--- config.mk ---
export PLATFORM = sky130hd
export DESIGN_NAME = kvt_cell
export DESIGN_NICKNAME = d
export VERILOG_FILES = /design/src/kvt_pkg.sv /design/src/kvt_cell.sv
export SDC_FILE = /design/constraint.sdc
export NUM_CORES = 1
export LEC_CHECK = 0
export BUFFER_PORTS_ARGS = -buffer_cell sky130_fd_sc_hd__clkbuf_2
export CAP_MARGIN = 0
export CELL_PAD_IN_SITES_DETAIL_PLACEMENT = 0
export CELL_PAD_IN_SITES_GLOBAL_PLACEMENT = 2
export CORE_ASPECT_RATIO = 0.75
export CORE_MARGIN = 2
export CORE_UTILIZATION = 31
export CTS_BUF_LIST = sky130_fd_sc_hd__clkbuf_4 sky130_fd_sc_hd__clkbuf_8
export DETAILED_ROUTE_END_ITERATION = 8
export PLACE_DENSITY_LB_ADDON = 0.08
export SYNTH_ARGS = -nofsm -noshare
export SYNTH_HDL_FRONTEND = slang
export SYNTH_SLANG_ARGS = --single-unit
--- constraint.sdc ---
create_clock -name clk -period 2.8 [get_ports clk]
set_input_delay 0 -clock clk [delete_from_list [all_inputs] [get_ports clk]]
set_output_delay 0 -clock clk [all_outputs]
set_load 0.02 [all_outputs]
--- src/kvt_pkg.sv ---
// Shared types, constants and helpers for the key/value table.
// No dependencies; imported by every module of the block.
package kvt_pkg;

  localparam int unsigned KVT_ENTRIES     = 16;
  localparam int unsigned KVT_KEY_BYTES   = 8;
  localparam int unsigned KVT_VALUE_BYTES = 8;
  localparam int unsigned WORD_W          = 64;
  localparam int unsigned CFG_W           = 5;
  localparam logic [CFG_W-1:0] CFG_RESET  = 5'd16;

  // Operation codes carried in the kind field
  localparam logic KIND_PUT = 1'b0;
  localparam logic KIND_GET = 1'b1;

  // Pass of a token through the chain
  localparam logic PHASE_SEARCH = 1'b0;
  localparam logic PHASE_CLAIM  = 1'b1;

  // Request token handed from cell to cell
  typedef struct packed {
    logic              valid;
    logic              kind;
    logic              phase;
    logic              done;
    logic              free_seen;
    logic [WORD_W-1:0] key;
    logic [WORD_W-1:0] value;
    logic [WORD_W-1:0] vout;
  } kvt_tok_t;

  // Keep at most nbytes bytes and stop at the first zero byte
  function automatic logic [WORD_W-1:0] text_word(input logic [WORD_W-1:0] w,
                                                  input int unsigned nbytes);
    logic [WORD_W-1:0] r;
    logic              stop;
    r    = '0;
    stop = 1'b0;
    for (int i = 0; i < 8; i++) begin
      if (i >= nbytes || w[8*i +: 8] == 8'h00) stop = 1'b1;
      if (!stop) r[8*i +: 8] = w[8*i +: 8];
    end
    return r;
  endfunction

endpackage

--- src/kvt_cell.sv ---
// One table entry: holds a key and a value and acts on the passing token.
// Depends on kvt_pkg for the token type and the operation codes.
module kvt_cell import kvt_pkg::*; #(
  parameter int unsigned IDX = 0
) (
  input  logic             clk,
  input  logic             rst,
  input  logic [CFG_W-1:0] limit,
  input  kvt_tok_t         tok_in,
  output kvt_tok_t         tok_out
);

  logic [WORD_W-1:0] key_reg;
  logic [WORD_W-1:0] value_reg;
  kvt_tok_t          tok_next;
  logic              active;
  logic              hit;
  logic              free;
  logic              wr_key;
  logic              wr_val;

  // Compare the token against this entry
  always_comb begin
    active   = 32'(limit) > IDX;
    hit      = tok_in.valid && active && !tok_in.done && (key_reg == tok_in.key);
    free     = tok_in.valid && active && (key_reg[7:0] == 8'h00);
    tok_next = tok_in;
    wr_key   = 1'b0;
    wr_val   = 1'b0;
    if (tok_in.phase == PHASE_SEARCH) begin
      if (hit) begin
        tok_next.done = 1'b1;
        if (tok_in.kind == KIND_GET) begin
          tok_next.vout = value_reg;
        end else begin
          wr_val = 1'b1;
        end
      end
      if (free) tok_next.free_seen = 1'b1;
    end else if (free && !tok_in.done) begin
      tok_next.done = 1'b1;
      wr_key        = 1'b1;
      wr_val        = 1'b1;
    end
  end

  // Update the entry and hand the token on
  always_ff @(posedge clk) begin
    if (rst) begin
      key_reg   <= '0;
      value_reg <= '0;
      tok_out   <= '0;
    end else begin
      tok_out <= tok_next;
      if (wr_key) key_reg <= tok_in.key;
      if (wr_val) value_reg <= tok_in.value;
    end
  end

endmodule

==> summary.md, run 1 <==
| Metric | Value |
|---|---|
| # hold bufs at CTS | `198` |
| Pre-CTS WS | `0.340 ns` |
| Reg2reg start | `key_reg[54]$_SDFFE_PP0P_` |
| Ant. Diodes | `0` |
| Library cells used by synthesis | `36` |
| Drt via density | `4.25` |
| Via count | `9910` |
| Max IR drop VDD | `0.000375 V` |
| Post-DP HPWL | `27600 µm` |
| Synth Cell Area | `11900 µm²` |
| Gr ovfl total | `0` |
| Dpl cell area | `14300 µm²` |
| Final RePlAce weighted congestion | `0.845` |
| Final critical-path share of the clock period | `0.892` |
| Synth async-reset ratio | `0` |
| Io pins | `401` |
| Routed Wire Length | `38600 µm` |
| Worst EP required | `3.24 ns` |
| Layout Cell Area excl Fill | `17500 µm²` |
| Syn Nets | `1382` |
| Highest Clock Rate | `400 MHz` |
| TritonCTS clock tree | `yes` |
| Hold Path Class | `input port to register` |
| Reg2reg setup slack | `0.30 ns` |
| CTS sink cnt | `325` |
| HP Start | `rst` |
| Core area | `38000 µm²` |
| DR DRC count | `0` |
| CP Launch Point | `key_reg[54]$_SDFFE_PP0P_` |
| Filler instances | `3711` |
| H-Tree Depth | `2` |
| Sequential share of the synthesized area | `0.549` |
| Final setup margin | `0.301 ns` |
| Antenna violations before repair | `1` |
| Clk pwr share | `0.416` |
| Worst R2R End | `tok_out[13]$_SDFF_PP0_` |
| Yosys reg bits | `325` |
| Commonest cells in the netlist | `325 x dfxtp_1, 196 x nand2b_1, 128 x mux2i_1` |
| Fraction of layout cells with a size suffix above 1 | `0.283` |
| Core Rows | `62` |
| Status | `completed` |
| Worst-path clk slew | `0.06 ns` |
| Sequential share of power | `0.457` |
| Logic pwr share | `0.128` |
| Reg2Reg Depth | `7` |
| Synth top area share | `0.549` |
| Nets | `1990` |
| Syn_area_per_cell | `10.1 µm²` |
| Post-synth EDFFs | `0` |
| Setup tns final | `0 ns` |
| Post-CTS Repair Setup Buffers | `0` |
| WL per Instance | `16.5 µm` |
| DRT Pass-1 Iters | `4` |
| Root Buffer | `clkbuf_8` |
| Synth Flop Type | `dfxtp_1` |
| Switch share | `0.252` |
| Yosys warnings | `0` |
| Max reg flops | `197` |
| RSZ-0062 raised after global routing | `no` |
| Initial Util | `0.312` |
| Clk_skew | `0.0165 ns` |
| PD cells | `616 nW/µm²` |
| Post-layout util | `0.460` |
| Inserted Clock Buffers | `55` |
| Gr usage total | `0.189` |
| Relative slew slack | `0.587` |
| Sw Pwr | `2.72 mW` |
| Crit Path Class | `register to register` |
| Largest net degree at the start of global routing | `101` |
| WHS | `0.0678 ns` |
| Top cells by area, synth | `dfxtp_1 55%, mux2i_1 11%, nand2b_1 10%, nor2b_1 4.2%, nand2_1 3.6%` |
| Synthesis-to-finish area growth | `47.4%` |
| Die X | `230 µm` |
| DRT iter0 DRCs | `458` |
| PortBufs | `400` |
| Post-Synthesis Cells | `1178` |
| CP Capture Type | `register` |
| Top-count cell post-synth | `dfxtp_1` |
| Worst-skew pair later-pin latency | `0.59 ns` |
| Tmin final | `2.50 ns` |
| Clk buf depth | `3` |
| Worst slew pin tran | `0.611 ns` |
| Vias in the first global route | `9975` |
| Max-cap viol count | `0` |
| Die area | `39900 µm²` |
| First-pass GRT wire length | `58400 µm` |
| Worst-path maximum fanout | `64` |
| Max-slew violation count | `0` |
| Final setup violation count | `0` |
| Synth area leader | `dfxtp_1` |
| CP Data Arrival Time | `2.94 ns` |
| Int Power | `8.05 mW` |
| Final hold viol count | `0` |
| Post-CTS resize count | `0` |
| Startpoint types | `register` |
| Final antenna-violating net count | `0` |
| CP endpoint | `tok_out[13]$_SDFF_PP0_` |
| Die Y-Extent | `173 µm` |
| Static leakage | `8.81 nW` |
[cells in the final DEF (no fill, tap or decap), drive strengths merged, types with 2 or more instances in the layout]
master / count
o22ai: 3
nor2b: 79
a21oi: 67
or4: 4
xor2: 25
inv: 77
dlygate4sd3: 198
dfxtp: 325
xnor2: 16
clkbuf: 488
nor4: 21
nand3: 3
nand2b: 196
buf: 16
nand4: 8
a2111oi: 4
nand2: 115
clkinv: 4
and4: 2
mux2i: 128
nor3: 3
nor2: 29
[how the worst min path moves through the flow]
| stage | to | slack [ns] | depth (start not counted) |
|---|---|---|---|
| after floorplan | tok_out[192]$_SDFF_PP0_ | 0.12 | 2 |
| after global placement | tok_out[74]$_SDFF_PP0_ | 0.22 | 3 |
| after detailed placement | tok_out[98]$_SDFF_PP0_ | 0.22 | 3 |
| after CTS | tok_out[117]$_SDFF_PP0_ | 0.03 | 3 |
| after global routing | tok_out[117]$_SDFF_PP0_ | 0.11 | 3 |
| final | tok_out[117]$_SDFF_PP0_ | 0.07 | 3 |
[worst max-delay path: stages (launching register included)]
cell and delay [ns]:
dfxtp_1 0.32, xnor2_1 0.20, nand4_1 0.22, nor4_1 0.51, and4_1 0.36, nand4_1 0.21
buf_12 0.30, mux2i_1 0.18
[area by class of cell]
class	instances	area (µm²)	area share
flip-flops and latches	325	6510	0.372
multi-input cells	713	4690	0.268
repair buffers	614	4200	0.240
clock buffers	88	1110	0.0635
well taps	512	641	0.0366
inverters	77	289	0.0165
clock inverters	5	50.0	0.00286
[per-layer routing]
metal	part of all wire	global-route usage
met5	0	0
met4	0.022	0.0524
met3	0.062	0.0454
met2	0.43	0.283
met1	0.49	0.270
[per-stage QoR]
stage               total power [mW]  cells
finish                          10.8   2334
global route                    11.3   2334
CTS                             11.0   2334
detailed placement              6.18   2043
global placement                6.17   2043
floorplan                       5.65   1178
[kinds of logic after synthesis]
group / count (synthesis) / synth area share
muxes: 128 / 0.108
DFF: 325 / 0.549
buffers and inverters: 140 / 0.0580
xor gates and xnor gates: 41 / 0.0303
and+or+nand+nor: 463 / 0.216
AOI/OAI and AO/OA: 81 / 0.0394
[power by group through the flow]
| stage | Clock [mW] | Sequential (mW) | Combinational, mW |
|---|---|---|---|
| 2_1_floorplan | 0 | 5.21 | 0.447 |
| 3_3_place_gp | 0 | 5.02 | 1.16 |
| 3_5_place_dp | 0 | 5.02 | 1.16 |
| 4_1_cts | 4.67 | 4.92 | 1.39 |
| 5_1_grt | 4.85 | 4.94 | 1.49 |
| 6_report | 4.47 | 4.92 | 1.37 |
No activity file was read; power rests on OpenSTA's default activity.
==> run 2: changes to the inputs <==
CORE_UTILIZATION = 33   (was 31)
clock period = 3.1 ns   (was 2.8 ns; I/O delays follow)
==> run 2 against run 1 <==
  * Sequential power decreased by 9.8%
  * Worst hold slack got worse by 0.00084 ns
  * Clock skew decreased by 0.0013 ns
  * Highest routed layer unchanged
  * Combinational power decreased by 10%
  * Final cell count decreased by 1.9%
  * Core utilization increased by 2.9 points
  * Register-to-register slack improved by 0.14 ns
  * Total power decreased by 9.8%
  * Global-route usage increased by 0.73 points
  * Clock-buffer cell count decreased by 2
==> summary.md, run 2 (synthesized netlist as in run 1, its figures left out) <==
| Metric | Value |
|---|---|
| Switch share | `0.253 (was 0.252)` |
| DRT Pass-1 Iters | `4 (unchanged)` |
| PortBufs | `400 (unchanged)` |
| Max reg flops | `197 (unchanged)` |
| Final critical-path share of the clock period | `0.859 (was 0.892)` |
| Final antenna-violating net count | `0 (unchanged)` |
| Die area | `37500 µm² (was 39900 µm²)` |
| DR DRC count | `0 (unchanged)` |
| Post-DP HPWL | `26600 µm (was 27600 µm)` |
| Gr ovfl total | `0 (unchanged)` |
| Worst path cell trace | `xnor2_1, nand4_1, buf_4, nor4_1, buf_4, and4_1, nand4_1, buf_12, mux2i_1 (was xnor2_1, nand4_1, nor4_1, and4_1, nand4_1, buf_12, mux2i_1)` |
| Int Power | `7.25 mW (was 8.05 mW)` |
| # hold bufs at CTS | `200 (was 198)` |
| Tmin final | `2.66 ns (was 2.50 ns)` |
| Overall power | `9.71 mW (was 10.8 mW)` |
| Crit Path Class | `register to register (unchanged)` |
| Core Rows | `60 (was 62)` |
| Io pins | `401 (unchanged)` |
| Setup tns final | `0 ns (unchanged)` |
| Vias in the first global route | `9897 (was 9975)` |
| Worst EP required | `3.54 ns (was 3.24 ns)` |
| Highest Clock Rate | `376 MHz (was 400 MHz)` |
| CP bufs+invs | `3 (was 1)` |
| Final setup margin | `0.437 ns (was 0.301 ns)` |
| Sw Pwr | `2.46 mW (was 2.72 mW)` |
| Worst R2R End | `tok_out[19]$_SDFF_PP0_ (was tok_out[13]$_SDFF_PP0_)` |
| Hold Path End | `tok_out[140]$_SDFF_PP0_ (was tok_out[117]$_SDFF_PP0_)` |
| Status | `completed (unchanged)` |
| Clk buf depth | `3 (unchanged)` |
| Worst-path maximum fanout | `64 (unchanged)` |
| Inserted Clock Buffers | `53 (was 55)` |
| Final RePlAce weighted congestion | `0.911 (was 0.845)` |
| Core area | `35700 µm² (was 38000 µm²)` |
| Dpl cell area | `14300 µm² (about the same)` |
| Worst slew pin tran | `0.921 ns (was 0.611 ns)` |
| Final hold viol count | `0 (unchanged)` |
| TritonCTS clock tree | `yes (unchanged)` |
| Via count | `9861 (was 9910)` |
| Drt via density | `4.31 (was 4.25)` |
| Initial Util | `0.333 (was 0.312)` |
| First-pass GRT wire length | `56700 µm (was 58400 µm)` |
| DRT iter0 DRCs | `355 (was 458)` |
| Post-CTS Repair Setup Buffers | `0 (unchanged)` |
| HP Start | `rst (unchanged)` |
| CP Data Arrival Time | `3.10 ns (was 2.94 ns)` |
| Final setup violation count | `0 (unchanged)` |
| Max-slew violation count | `0 (unchanged)` |
| Max IR drop VDD | `0.000318 V (was 0.000375 V)` |
| Layout Cell Area excl Fill | `17400 µm² (was 17500 µm²)` |
| Filler instances | `3462 (was 3711)` |
| Clk_skew | `0.0151 ns (was 0.0165 ns)` |
| Hold Path Class | `input port to register (unchanged)` |
| Largest net degree at the start of global routing | `130 (was 101)` |
| PD cells | `557 nW/µm² (was 616 nW/µm²)` |
| Startpoint types | `register (unchanged)` |
| Root Buffer | `clkbuf_8 (unchanged)` |
| Gr usage total | `0.196 (was 0.189)` |
| RSZ-0062 raised after global routing | `no (unchanged)` |
| CTS sink cnt | `325 (unchanged)` |
| Post-CTS resize count | `0 (unchanged)` |
| Antenna violations before repair | `0 (was 1)` |
| CP Capture Type | `register (unchanged)` |
| Reg2reg start | `key_reg[26]$_SDFFE_PP0P_ (was key_reg[54]$_SDFFE_PP0P_)` |
| Fraction of layout cells with a size suffix above 1 | `0.283 (about the same)` |
| WL per Instance | `16.4 µm (was 16.5 µm)` |
| Static leakage | `8.80 nW (was 8.81 nW)` |
| Sequential share of power | `0.458 (was 0.457)` |
| Max-cap viol count | `0 (unchanged)` |
| Relative slew slack | `0.370 (was 0.587)` |
| Slowest cell on the critical path | `xnor2_1 (was nor4_1)` |
| Worst-path clk slew | `0.06 ns (about the same)` |
| Leading cell types in the layout, fill and taps excluded | `399 x clkbuf_2, 325 x dfxtp_1, 200 x dlygate4sd3_1, 196 x nand2b_1, 128 x mux2i_1 (was 399 x clkbuf_2, 325 x dfxtp_1, 198 x dlygate4sd3_1, 196 x nand2b_1, 128 x mux2i_1)` |
| Hold path depth | `2 (was 3)` |
| Ant. Diodes | `0 (unchanged)` |
| Die Y-Extent | `168 µm (was 173 µm)` |
| Pre-CTS WS | `0.502 ns (was 0.340 ns)` |
| Worst path max stage delay | `0.40 ns (was 0.51 ns)` |
| Nets | `1988 (was 1990)` |
| Critical path's top delay family | `simple AND/OR/NAND/NOR gates (unchanged)` |
| Reg2reg setup slack | `0.44 ns (was 0.30 ns)` |
| Worst-skew pair later-pin latency | `0.59 ns (about the same)` |
| Reg2Reg Depth | `9 (was 7)` |
| Logic pwr share | `0.127 (was 0.128)` |
| Routed Wire Length | `37600 µm (was 38600 µm)` |
| Commonest non-fill, non-tap cell in the layout | `clkbuf_2 (unchanged)` |
| H-Tree Depth | `2 (unchanged)` |
| Clk pwr share | `0.415 (was 0.416)` |
| Synthesis-to-finish area growth | `47.0% (was 47.4%)` |
| Die X | `223 µm (was 230 µm)` |
==> run 2: per-stage QoR <==
stage / std cells / hold slack [ns] / util
5_1_grt: 2289 / 0.0726 / 0.489
6_report: 2289 / 0.0670 / 0.489
2_1_floorplan: 1178 / 0.117 / -
3_3_place_gp: 1994 / 0.214 / 0.400
4_1_cts: 2289 / 0.00364 / 0.489
3_5_place_dp: 1994 / 0.216 / 0.400
==> run 2: power groups by stage <==
stage          Combinational (mW)  Clock (mW)  Sequential (mW)
4_1_cts                      1.25        4.21             4.45
6_report                     1.23        4.03             4.44
3_5_place_dp                 1.03           0             4.54
2_1_floorplan               0.404           0             4.70
3_3_place_gp                 1.03           0             4.53
5_1_grt                      1.34        4.39             4.46
==> run 2: how the worst max path moves through the flow <==
stage / from / end / slack, ns / cells past startpoint
2_1_floorplan: key_reg[5]$_SDFFE_PP0P_ / value_reg[10]$_SDFFE_PP0P_ / 1.08 / 7
3_3_place_gp: key_reg[26]$_SDFFE_PP0P_ / tok_out[29]$_SDFF_PP0_ / 0.53 / 9
3_5_place_dp: key_reg[26]$_SDFFE_PP0P_ / tok_out[21]$_SDFF_PP0_ / 0.50 / 9
4_1_cts: key_reg[26]$_SDFFE_PP0P_ / tok_out[19]$_SDFF_PP0_ / 0.47 / 9
5_1_grt: key_reg[26]$_SDFFE_PP0P_ / tok_out[13]$_SDFF_PP0_ / 0.30 / 9
6_report: key_reg[26]$_SDFFE_PP0P_ / tok_out[19]$_SDFF_PP0_ / 0.44 / 9
==> run 2: metal layers <==
metal  vias to the layer above  GRT usage  part of all wire
li1                       4991          -                 -
met1                      4504      0.262              0.46
met2                       303      0.304              0.43
met3                        63     0.0646             0.085
met4                         0     0.0552             0.020
met5                         -          0                 0
==> run 2: final cells by class <==
cell class,instances,area [µm²],share of cell area
sequential,325,6510,0.373
multi-input combinational,713,4690,0.269
clock buffer,86,1100,0.0629
tap,465,582,0.0334
timing repair buffer,614,4190,0.240
clock inverter,9,78.8,0.00452
inverter,77,289,0.0166
