==> src/kvt_pkg.sv <==
// Shared types, constants and helpers for the key/value table.
// No dependencies; imported by every module of the block.
package kvt_pkg;

  localparam int unsigned KVT_ENTRIES     = 16;
  localparam int unsigned KVT_KEY_BYTES   = 8;
  localparam int unsigned KVT_VALUE_BYTES = 8;
  localparam int unsigned WORD_W          = 64;
  localparam int unsigned CFG_W           = 5;
  localparam logic [CFG_W-1:0] CFG_RESET  = 5'd16;

  // Operation codes carried in the kind field
  localparam logic KIND_PUT = 1'b0;
  localparam logic KIND_GET = 1'b1;

  // Pass of a token through the chain
  localparam logic PHASE_SEARCH = 1'b0;
  localparam logic PHASE_CLAIM  = 1'b1;

  // Request token handed from cell to cell
  typedef struct packed {
    logic              valid;
    logic              kind;
    logic              phase;
    logic              done;
    logic              free_seen;
    logic [WORD_W-1:0] key;
    logic [WORD_W-1:0] value;
    logic [WORD_W-1:0] vout;
  } kvt_tok_t;

  // Keep at most nbytes bytes and stop at the first zero byte
  function automatic logic [WORD_W-1:0] text_word(input logic [WORD_W-1:0] w,
                                                  input int unsigned nbytes);
    logic [WORD_W-1:0] r;
    logic              stop;
    r    = '0;
    stop = 1'b0;
    for (int i = 0; i < 8; i++) begin
      if (i >= nbytes || w[8*i +: 8] == 8'h00) stop = 1'b1;
      if (!stop) r[8*i +: 8] = w[8*i +: 8];
    end
    return r;
  endfunction

endpackage

==> src/kvt_ctrl.sv <==
// Front end of the table: input handshake, count register, pass control
// and the two-deep result buffer. Depends on kvt_pkg.
module kvt_ctrl import kvt_pkg::*; #(
  parameter int unsigned KEY_BYTES   = KVT_KEY_BYTES,
  parameter int unsigned VALUE_BYTES = KVT_VALUE_BYTES
) (
  input  logic              clk,
  input  logic              rst,
  input  logic              in_valid,
  output logic              in_stall,
  input  logic              kind,
  input  logic [WORD_W-1:0] key,
  input  logic [WORD_W-1:0] value_in,
  input  logic              cfg_wen,
  input  logic [CFG_W-1:0]  cfg_wdata,
  output logic              out_valid,
  input  logic              out_stall,
  output logic              ok,
  output logic [WORD_W-1:0] value_out,
  output logic [CFG_W-1:0]  limit,
  output kvt_tok_t          launch,
  input  kvt_tok_t          tail
);

  logic              busy;
  logic              skid_valid;
  logic              skid_ok;
  logic [WORD_W-1:0] skid_vout;
  logic              accept;
  logic              relaunch;
  logic              fin;
  logic              drain;
  logic              out_free;

  assign in_stall = busy || skid_valid;
  assign accept   = in_valid && !in_stall;
  assign drain    = out_valid && !out_stall;
  assign out_free = !out_valid || drain;

  // A put that missed but saw a free entry goes round again to claim it
  assign relaunch = tail.valid && (tail.phase == PHASE_SEARCH) &&
                    (tail.kind == KIND_PUT) && !tail.done && tail.free_seen;
  assign fin      = tail.valid && !relaunch;

  // Build the token entering the first cell
  always_comb begin
    launch = '0;
    if (relaunch) begin
      launch       = tail;
      launch.phase = PHASE_CLAIM;
    end else if (accept) begin
      launch.valid = 1'b1;
      launch.kind  = kind;
      launch.phase = PHASE_SEARCH;
      launch.key   = text_word(key, KEY_BYTES);
      launch.value = text_word(value_in, VALUE_BYTES);
    end
  end

  // Hold the count, track the item in flight, buffer results
  always_ff @(posedge clk) begin
    if (rst) begin
      limit      <= CFG_RESET;
      busy       <= 1'b0;
      out_valid  <= 1'b0;
      skid_valid <= 1'b0;
    end else begin
      if (cfg_wen) limit <= cfg_wdata;

      if (accept) begin
        busy <= 1'b1;
      end else if (fin) begin
        busy <= 1'b0;
      end

      if (fin && out_free) begin
        out_valid <= 1'b1;
        ok        <= tail.done;
        value_out <= tail.vout;
      end else if (drain && skid_valid) begin
        ok        <= skid_ok;
        value_out <= skid_vout;
      end else if (drain) begin
        out_valid <= 1'b0;
      end

      if (fin && !out_free) begin
        skid_valid <= 1'b1;
        skid_ok    <= tail.done;
        skid_vout  <= tail.vout;
      end else if (drain && skid_valid) begin
        skid_valid <= 1'b0;
      end
    end
  end

endmodule

==> config.mk <==
export PLATFORM = sky130hd
export DESIGN_NAME = kvt_ctrl
export DESIGN_NICKNAME = d
export VERILOG_FILES = /design/src/kvt_pkg.sv /design/src/kvt_ctrl.sv
export SDC_FILE = /design/constraint.sdc
export NUM_CORES = 1
export LEC_CHECK = 0
export ABC_AREA = 1
export CORE_AREA = 2 2 238 240
export DETAILED_ROUTE_END_ITERATION = 10
export DIE_AREA = 0 0 240 242
export DONT_BUFFER_PORTS = 1
export SLEW_MARGIN = 10
export SYNTH_ARGS = -nofsm -noshare
export SYNTH_HDL_FRONTEND = slang
export SYNTH_SLANG_ARGS = --single-unit
==> constraint.sdc <==
create_clock -name clk -period 13.8 [get_ports clk]
set_input_delay 3.45 -clock clk [delete_from_list [all_inputs] [get_ports clk]]
set_output_delay 3.45 -clock clk [all_outputs]
set_load 0.02 [all_outputs]
==> run metrics, run 1 <==
outcome complete, no violations; Final Core Density 16.2%; Simple-Gate Fraction of Synth Area 29.8%; Yosys cell types 24; Sw Ratio 28.9%; routed len/inst 20.6 um; CP Cell Sequence nand2_1, nor2_1, nand2_2, inv_4, nor2_4, buf_4, inv_2, nor2_1, nand2_1, nand2_1; R2R Setup Slk 11.15 ns; Setup CP Type in -> out; most frequent cells in the layout nand2_1, nor2_1, edfxtp_1; met2 routed wirelength 17,000 um; total number of vias 6,921; Setup TNS 0 ns; hold_buf cts 0; fin crit share 66.8%; TritonCTS clock tree done; fmax 0.109 GHz; CP endpoint kind output port; # IOs 605; slew of the pin with the lowest slew margin 1.06 ns; Compound-Gate Fraction of Synth Area 8.04%; final setup vio count 0; P_int 770 uW; Max-slew headroom 29.2%; Inst Count DP 1,704; Reg2Reg Depth 4; Final min period 9.21 ns; mux contribution to synthesized area 0%; worst vdd ir 0.0788 mV; Max Clock Skew 0.0338 ns; drt first pass iters 5; P&R area growth vs syn 16.7%; largest family of logic cells by synthesized area simple AND/OR/NAND/NOR gates; antenna violations before repair 4; Port Buf Inserts 0; most common cell after layout, fill and taps aside nand2_1; mapped cell area 7750 um^2; DRC 0; sequential area share after synthesis 52.4%; Flop pwr share 45.8%; CTS Sinks 138; routed wl met3 3410 um; first-pass GRT wire length 47,900 um; Clock Pin Slew Worst Setup and Hold Paths 0.08 ns; number of buffers created by CTS 17; gr usage total 11.7%; Hold Crit Class reg -> reg; vias in the first global route 6,383; DP HPWL 29,900 um; Met1 Wirelength 14,200 um; Syn Inst Count 992; clock power share 40.8%; First DRT Iteration DRCs 525; Non-Filler Instances 1,739; htree depth 4; Power Density 120 nW/um^2; largest net degree at the start of global routing 88; post-synth top area share 50.4%; startpoint types input port; cell mode on critical path nand2_1; Initial Util 13.9%; Worst Path Max Fanout 50; Leak 0.00374 uW; GPL Wtd Cong 1.05; Die Y 242 um; total power 1080 uW; DIE AREA 58,100 um^2; root buf cell clkbuf_16; Clock Latency Late Sink 0.44 ns; fraction of layout cells with a size suffix above 1 5.20%; largest area contributor in the netlist edfxtp_1; Yosys reg bits 138; combinational share of power 13.4%; post-CTS setup buffer count 0; Syn Nets 1,328; number of gates resized after cts 0; top routing layer in use met4; ANT nets after route 0; CTS Buffer Depth 2; Buf+Inv Stages, Crit Path 3; Congestion Overflow GR 0; Die Wd 240 um; final hold violation count 0; yosys warns 0; syn_area_per_cell 7.81 um^2; Via density 3.98; core footprint 55,700 um^2; critical path's slowest cell nor2_1; Worst Hold Depth 2; Post-Synth Adder-Cell Area 0%; CP Data Arrival Time 5.76 ns; Layout fillers 6,374; slowest cell delay on critical path 0.86 ns; nets 1,303; critical path data required time 10.35 ns; total wire length 35,900 um; synth top area cells edfxtp_1, nand2_1, nor2_1; max cap viols 0; Synth Area in XOR/XNOR 0%; WP depth 10; RSZ-0062 raised after global routing false; Slew Viols, Final 0; critical path's top delay family simple AND/OR/NAND/NOR gates; Sw Pwr 314 uW; row cnt 87
state kept, by name, indices dropped and copies added, names as in the netlist:
register / flops
skid_valid: 1
out_valid: 1
ok: 1
skid_ok: 1
limit: 5
value_out: 64
skid_vout: 64
busy: 1
metal layers:
metal | vias up | GRT usage (%)
li1 | 3137 | -
met1 | 3246 | 14.1
met4 | 0 | 5.39
met2 | 488 | 19.2
met3 | 50 | 3.46
met5 | - | 0
synthesized netlist by cell type (all sizes together):
master    n
nand3    59
nand3b    1
clkbuf    6
inv     113
nor3      1
a21oi     3
buf      48
clkinv    2
o31ai     1
o21ai    92
a22o     16
conb      1
nor2    156
nand4    18
dfxtp     8
edfxtp  130
nand2   337
tightest hold or removal path, stage by stage (launching register included):
cell and delay (ns):
dfxtp_1 0.32, nand2_1 0.06, a21oi_1 0.05
logic make-up after synthesis:
logic type	after synthesis
and+or+nand+nor	572
AOI/OAI and AO/OA	112
other	1
DFF	138
buffers and inverters	169
stage by stage:
stage / setup WS [ns] / hold slack (ns) / area, um^2
after floorplan: 5.72 / 0.433 / 7750
after global routing: 4.38 / 0.495 / 9040
after global placement: 4.68 / 0.455 / 8470
after CTS: 4.61 / 0.473 / 9030
final: 4.59 / 0.470 / 9040
after detailed placement: 4.60 / 0.461 / 8470
power by group through the flow:
stage,sequential [uW],clock [uW],combinational [uW]
2_1_floorplan,504,0,118
3_3_place_gp,505,0,144
3_5_place_dp,506,0,147
4_1_cts,497,464,147
5_1_grt,498,474,159
6_report,496,442,145
path summary, 6_finish.rpt:
check / from / to
setup / recovery: tail[196] / launch[84]
hold reg to reg: busy / busy
setup reg to reg: out_valid / value_out[60]
hold / removal: busy / busy
cell type report:
type                    instances  area [um^2]  share of cell area (%)
inverters                     115          434                    4.80
flip-flops and latches        138         4060                    44.9
multi-input cells             685         2950                    32.7
repair buffers                 10         75.1                   0.830
diodes                          3         7.51                  0.0830
clock inverters                12          125                    1.38
clock buffers                  20          437                    4.83
well taps                     756          946                    10.5
Power figures use the tool's default switching activity.
==> run 2: changes to the inputs <==
==> constraint.sdc (replaced) <==
create_clock -name clk -period 9.3 [get_ports clk]
set_input_delay 2.325 -clock clk [delete_from_list [all_inputs] [get_ports clk]]
set_output_delay 2.325 -clock clk [all_outputs]
set_load 0.02 [all_outputs]
==> run 2 against run 1 <==
Effect of this change:
- power rose by 55%
- wire length fell by 1.4%
- sequential power rose by 49%
- non-clock buffer count rose by 24
- hold slack improved by 0.0099 ns
- clock-buffer cell count fell by 2
- largest power group unchanged
- highest routed layer is now met5
- global-route usage fell by 0.26 points
- core utilization rose by 0.53 points
==> run metrics, run 2 (synthesis results as in run 1) <==
core footprint 55,700 um^2 (unchanged); pre-CTS WS 2.29 ns (-2.31 ns); Final min period 7.06 ns; Worst Path Max Fanout 58 (+16%); First DRT Iteration DRCs 553 (+5.3%); slew of the pin with the lowest slew margin 1.11 ns (+0.0564 ns); post-CTS setup buffer count 0 (unchanged); Setup TNS 0 ns (unchanged); DP HPWL 29,000 um (-3.2%); Congestion Overflow GR 0 (unchanged); Initial Util 13.9% (unchanged); nets 1,327 (+1.8%); CP endpoint kind output port; total wire length 35,300 um (-1.4%); CTS Buffer Depth 2 (unchanged); row cnt 87 (unchanged); CP Launch Point tail[196]; post-place instance area 8730 um^2 (+3.0%); routed len/inst 20.1 um (-2.6%); P&R area growth vs syn 20.5%; max cap viols 0 (unchanged); final setup vio count 0 (unchanged); ANT nets after route 0 (unchanged); RSZ-0062 raised after global routing false; CP Data Arrival Time 4.74 ns (-1.02 ns); Reg-to-Reg Start out_valid; most frequent cells in the layout nand2_1, nor2_1, edfxtp_1; Via density 3.96 (-0.57%); Leak 0.00391 uW (+4.5%); DRC 0 (unchanged); largest net degree at the start of global routing 85 (-3.4%); Die Y 242 um (unchanged); GPL Wtd Cong 0.960 (-8.2%); gr usage total 11.5% (-0.26 points); final instance area 9340 um^2 (+3.3%); root buf cell clkbuf_16; most common cell after layout, fill and taps aside nand2_1; # IOs 605 (unchanged); Port Buf Inserts 0 (unchanged); DIE AREA 58,100 um^2 (unchanged); Clock Pin Slew Worst Setup and Hold Paths 0.07 ns (about the same); critical path data required time 6.98 ns (-3.37 ns); Power Density 180 nW/um^2 (+50%); Hold Crit Class reg -> reg; slack of the critical path 2.24 ns (-2.35 ns); Hold Crit Start busy; worst vdd ir 0.116 mV (+47%); startpoint types input port; htree depth 4 (unchanged); Clock Latency Late Sink 0.43 ns (about the same); Slew Viols, Final 0 (unchanged); Max Clock Skew 0.0182 ns (-0.0156 ns); Setup CP Type in -> out; TritonCTS clock tree done; number of buffers created by CTS 17 (unchanged); total number of vias 6,965 (+0.64%); fmax 0.142 GHz; antenna violations before repair 2 (-2); biggest regs skid_vout (64), value_out (64), limit (5); CTS Sinks 138 (unchanged); outcome complete, no violations; Die Wd 240 um (unchanged); final hold violation count 0 (unchanged); first-pass GRT wire length 47,200 um (-1.5%); fin crit share 75.9%; drt first pass iters 7 (+2); fraction of layout cells with a size suffix above 1 7.48% (+2.3 points); Max-slew headroom 25.4% (-3.8 points); hold_buf cts 0 (unchanged); vias in the first global route 6,458 (+1.2%); number of gates resized after cts 0 (unchanged)
run 2: area by class of cell:
class                      instances  area, um^2
antenna                            1        2.50
clock buffer                      18         429
clock inverter                    13         176
fill                            6296       46400
inverter                         115         434
multi-input combinational        685        2950
sequential                       138        4060
tap                              756         946
timing repair buffer              34         330
run 2: worst max-delay path, cell delays in order:
cell and delay, ns:
nand2_1 0.06, nor2_1 0.05, nand2_2 0.14, inv_4 0.24, nor2_4 0.33, inv_2 0.19
nor2_1 0.89, nand2_1 0.11, nand2_1 0.18, buf_12 0.13
run 2: through the flow:
step / utilization (%) / cells / hold WS [ns] / total power (uW)
CTS: 16.7 / 1759 / 0.473 / 1710
global placement: 15.7 / 1728 / 0.451 / 984
detailed placement: 15.7 / 1728 / 0.462 / 987
floorplan: - / 992 / 0.433 / 922
global route: 16.7 / 1759 / 0.531 / 1750
finish: 16.8 / 1760 / 0.480 / 1680
run 2: worst paths after layout:
path / end / slack [ns] / depth (start not counted)
setup / recovery: launch[86] / 2.24 / 10
hold / removal: busy / 0.48 / 2
setup reg to reg: value_out[60] / 6.70 / 4
hold reg to reg: busy / 0.48 / 2
run 2: metal layers:
metal	vias up	GRT usage (%)	part of all wire, %
met5	-	0	0.065
met4	4	3.71	2.6
met3	50	4.41	11
met2	488	19.0	47
met1	3232	13.6	39
li1	3191	-	-
run 2: report_power, final:
group	switching [uW]	total (uW)	internal, uW	leakage (uW)
combinational	178	233	55.5	0.00235
clock	261	706	445	0.000295
sequential	29.0	737	708	0.00126
==> run 3: changes to the inputs <==
--- a/config.mk
+++ b/config.mk
@@ -5,10 +5,10 @@
 export SDC_FILE = /design/constraint.sdc
 export NUM_CORES = 1
 export LEC_CHECK = 0
-export ABC_AREA = 1
-export CORE_AREA = 2 2 238 240
+export ABC_AREA = 0
+export CORE_AREA = 2 2 236 238
 export DETAILED_ROUTE_END_ITERATION = 10
-export DIE_AREA = 0 0 240 242
+export DIE_AREA = 0 0 238 240
 export DONT_BUFFER_PORTS = 1
 export SLEW_MARGIN = 10
 export SYNTH_ARGS = -nofsm -noshare
==> constraint.sdc (replaced) <==
create_clock -name clk -period 7 [get_ports clk]
set_input_delay 1.75 -clock clk [delete_from_list [all_inputs] [get_ports clk]]
set_output_delay 1.75 -clock clk [all_outputs]
set_load 0.02 [all_outputs]
==> run 3 against run 2 <==
Effect of this change:
- non-clock buffer count fell by 30
- combinational power is 13% higher
- first-iteration DRC count down 19%
- hold slack gained 0.066 ns
- wire length up 6.4%
- synthesized area is 7.2% lower
- clock power grew 20%
- clock-buffer cell count is 1 lower
- cell area is 9.2% lower
==> run metrics, run 3 <==
Most used DFF post-synth edfxtp_1; fmax 0.174 GHz; sequential area share after synthesis 56.5% (+4.0 points); TritonCTS clock tree done; most frequent cells in the layout edfxtp_1, a22o_1, and3_1; startpoint types input port; Non-Filler Instances 1,272 (-28%); final hold violation count 0 (unchanged); biggest regs skid_vout (64), value_out (64), limit (5); syn_area_per_cell 12.6 um^2 (+62%); Worst Hold Depth 1 (-1); outcome complete, no violations; CP Launch Point in_valid; Power Density 246 nW/um^2 (+37%); Clock Latency Late Sink 0.43 ns (about the same); Hold Crit Class reg -> reg; number of gates resized after cts 0 (unchanged); GPL Wtd Cong 1.21 (+26%); fin crit share 81.9%; antenna violations before repair 17 (+15); final instance area 8480 um^2 (-9.2%); critical path's slowest cell nor3_4; Worst Path Max Fanout 24 (-59%); nets 875 (-34%); Setup TNS 0 ns (unchanged); Syn Nets 905 (-32%); post-synthesis async set-or-reset flop share 0% (unchanged); Port Buf Inserts 0 (unchanged); Reg area 4060 um^2 (unchanged); R2R Setup Slk 4.33 ns (-2.37 ns); Yosys reg bits 138 (unchanged); mapped cell area 7200 um^2 (-7.2%); ANT nets after route 0 (unchanged); Reg2Reg Depth 3 (-1); max cap viols 0 (unchanged); Max Clock Skew 0.0212 ns (+0.00301 ns); slew of the pin with the lowest slew margin 1.00 ns (-0.115 ns); Leak 0.00289 uW (-26%); total number of vias 5,573 (-20%); DRC 0 (unchanged); Clock Pin Slew Worst Setup and Hold Paths 0.07 ns (about the same); hold slack 0.546 ns (+0.0655 ns); most common cell after layout, fill and taps aside edfxtp_1; post-CTS setup buffer count 0 (unchanged); Hold Crit Start skid_vout[57]; Multi-input gate area 2910 um^2 (-1.5%); Die Wd 238 um (-0.83%); WP depth 5 (-5); post-place instance area 7900 um^2 (-9.5%); Yosys cell types 33 (+38%); number of buffers created by CTS 17 (unchanged); routed len/inst 29.5 um (+47%); # IOs 605 (unchanged); core footprint 54,700 um^2 (-1.9%); number of synthesized flops with an enable pin 130 (unchanged); Buf+Inv Stages, Crit Path 0 (-3); CP endpoint kind output port; Via density 4.38 (+11%); critical path data required time 5.25 ns (-1.73 ns); CP Cell Sequence or3b_1, a21oi_2, nand3_2, nor3_4, a32o_1; hold_buf cts 0 (unchanged); Layout fillers 6,047 (-4.0%); CP Data Arrival Time 3.98 ns (-0.76 ns); fraction of layout cells with a size suffix above 1 20.5% (+13 points); largest net degree at the start of global routing 148 (+74%); post-synth top area share 54.3% (+3.9 points); synth top area cells edfxtp_1, a22o_1, mux2_2; Max-slew headroom 33.1% (+7.7 points); RSZ-0062 raised after global routing false; critical path's top delay family simple AND/OR/NAND/NOR gates; Synth top cells by count edfxtp_1, a22o_1, and3_1; DP HPWL 30,600 um (+5.5%); final setup vio count 0 (unchanged); total wire length 37,600 um (+6.4%); Reg-to-Reg Start out_valid; Inst Count DP 1,224 (-29%); drt first pass iters 7 (unchanged); first-pass GRT wire length 46,700 um (-1.1%); root buf cell clkbuf_16; P&R area growth vs syn 17.9%; Congestion Overflow GR 0 (unchanged); CTS Buffer Depth 2 (unchanged); htree depth 4 (unchanged); Slew Viols, Final 0 (unchanged); count leader, synth edfxtp_1; Setup CP Type in -> out; yosys warns 0 (unchanged); gr usage total 12.3% (+0.82 points); slowest cell delay on critical path 0.87 ns (-0.02 ns); largest area contributor in the netlist edfxtp_1; First DRT Iteration DRCs 448 (-19%); Final min period 5.73 ns; vias in the first global route 5,271 (-18%); worst vdd ir 0.152 mV (+31%); Syn Inst Count 569 (-43%); Initial Util 13.2% (-0.74 points); DIE AREA 57,100 um^2 (-1.7%); row cnt 86 (-1.1%); Die Y 240 um (-0.83%); CTS Sinks 138 (unchanged)
## run 3: changes by cell type in the layout (fill, tap and decap cells not counted), sizes merged, moves of 28 or more
| cell | previous run | this run |
|---|---|---|
| inv | 114 | 8 |
| and3 | 0 | 66 |
| mux2 | 0 | 65 |
| a22o | 16 | 104 |
| nand3 | 59 | 1 |
| nor4 | 0 | 28 |
| nor2 | 156 | 8 |
| o21ai | 92 | 17 |
| nand2 | 337 | 53 |
| buf | 34 | 4 |
## run 3: power breakdown
| group | internal (uW) | leakage [uW] | switching, uW | total (uW) |
|---|---|---|---|---|
| Sequential | 938 | 0.00126 | 39.1 | 977 |
| Clock | 459 | 0.000265 | 385 | 844 |
| Combinational | 80.2 | 0.00136 | 184 | 264 |
| Total | 1480 | 0.00289 | 608 | 2090 |
## run 3: path summary, 6_finish.rpt
path | to
worst max-delay path | launch[185]
worst max register to register | value_out[15]
worst min-delay path | value_out[57]
worst min register to register | value_out[57]
## run 3: cell type report
cell class,count,share of cell area (%)
clock inverters,14,1.31
flip-flops and latches,138,47.9
diodes,17,0.502
repair buffers,4,0.502
well taps,704,10.4
clock buffers,17,5.02
multi-input cells,377,34.3
inverters,1,0.0443
## run 3: cell families after synthesis
logic type,synth area share [%]
AO/OA/AOI/OAI,15.5
buffers and inverters,3.65
flip-flops,56.5
multiplexers,10.7
other,0.0521
AND/OR/NAND/NOR,13.6
## run 3: worst reg2reg max path: stages, from the launching register on
cell,delay (ns)
dfxtp_1,0.81
nand2_1,0.29
nand2_4,0.69
mux2_2,0.61
## run 3: per-layer routing
metal  routed length [um]  vias up  global-route usage, %
met4                 1070        8                   4.68
met1                12100     2746                   11.6
met5                   71        -                      0
li1                     -     2230                      -
met2                19500      498                   22.3
met3                 4760       91                   6.62
## run 3: through the flow
stage	util [%]	power [uW]	setup slack, ns
final	15.5	2090	1.27
after detailed placement	14.5	1260	1.37
after global placement	14.5	1260	1.48
after floorplan	-	1220	1.50
after global routing	15.4	2170	1.26
after CTS	15.4	2130	1.36
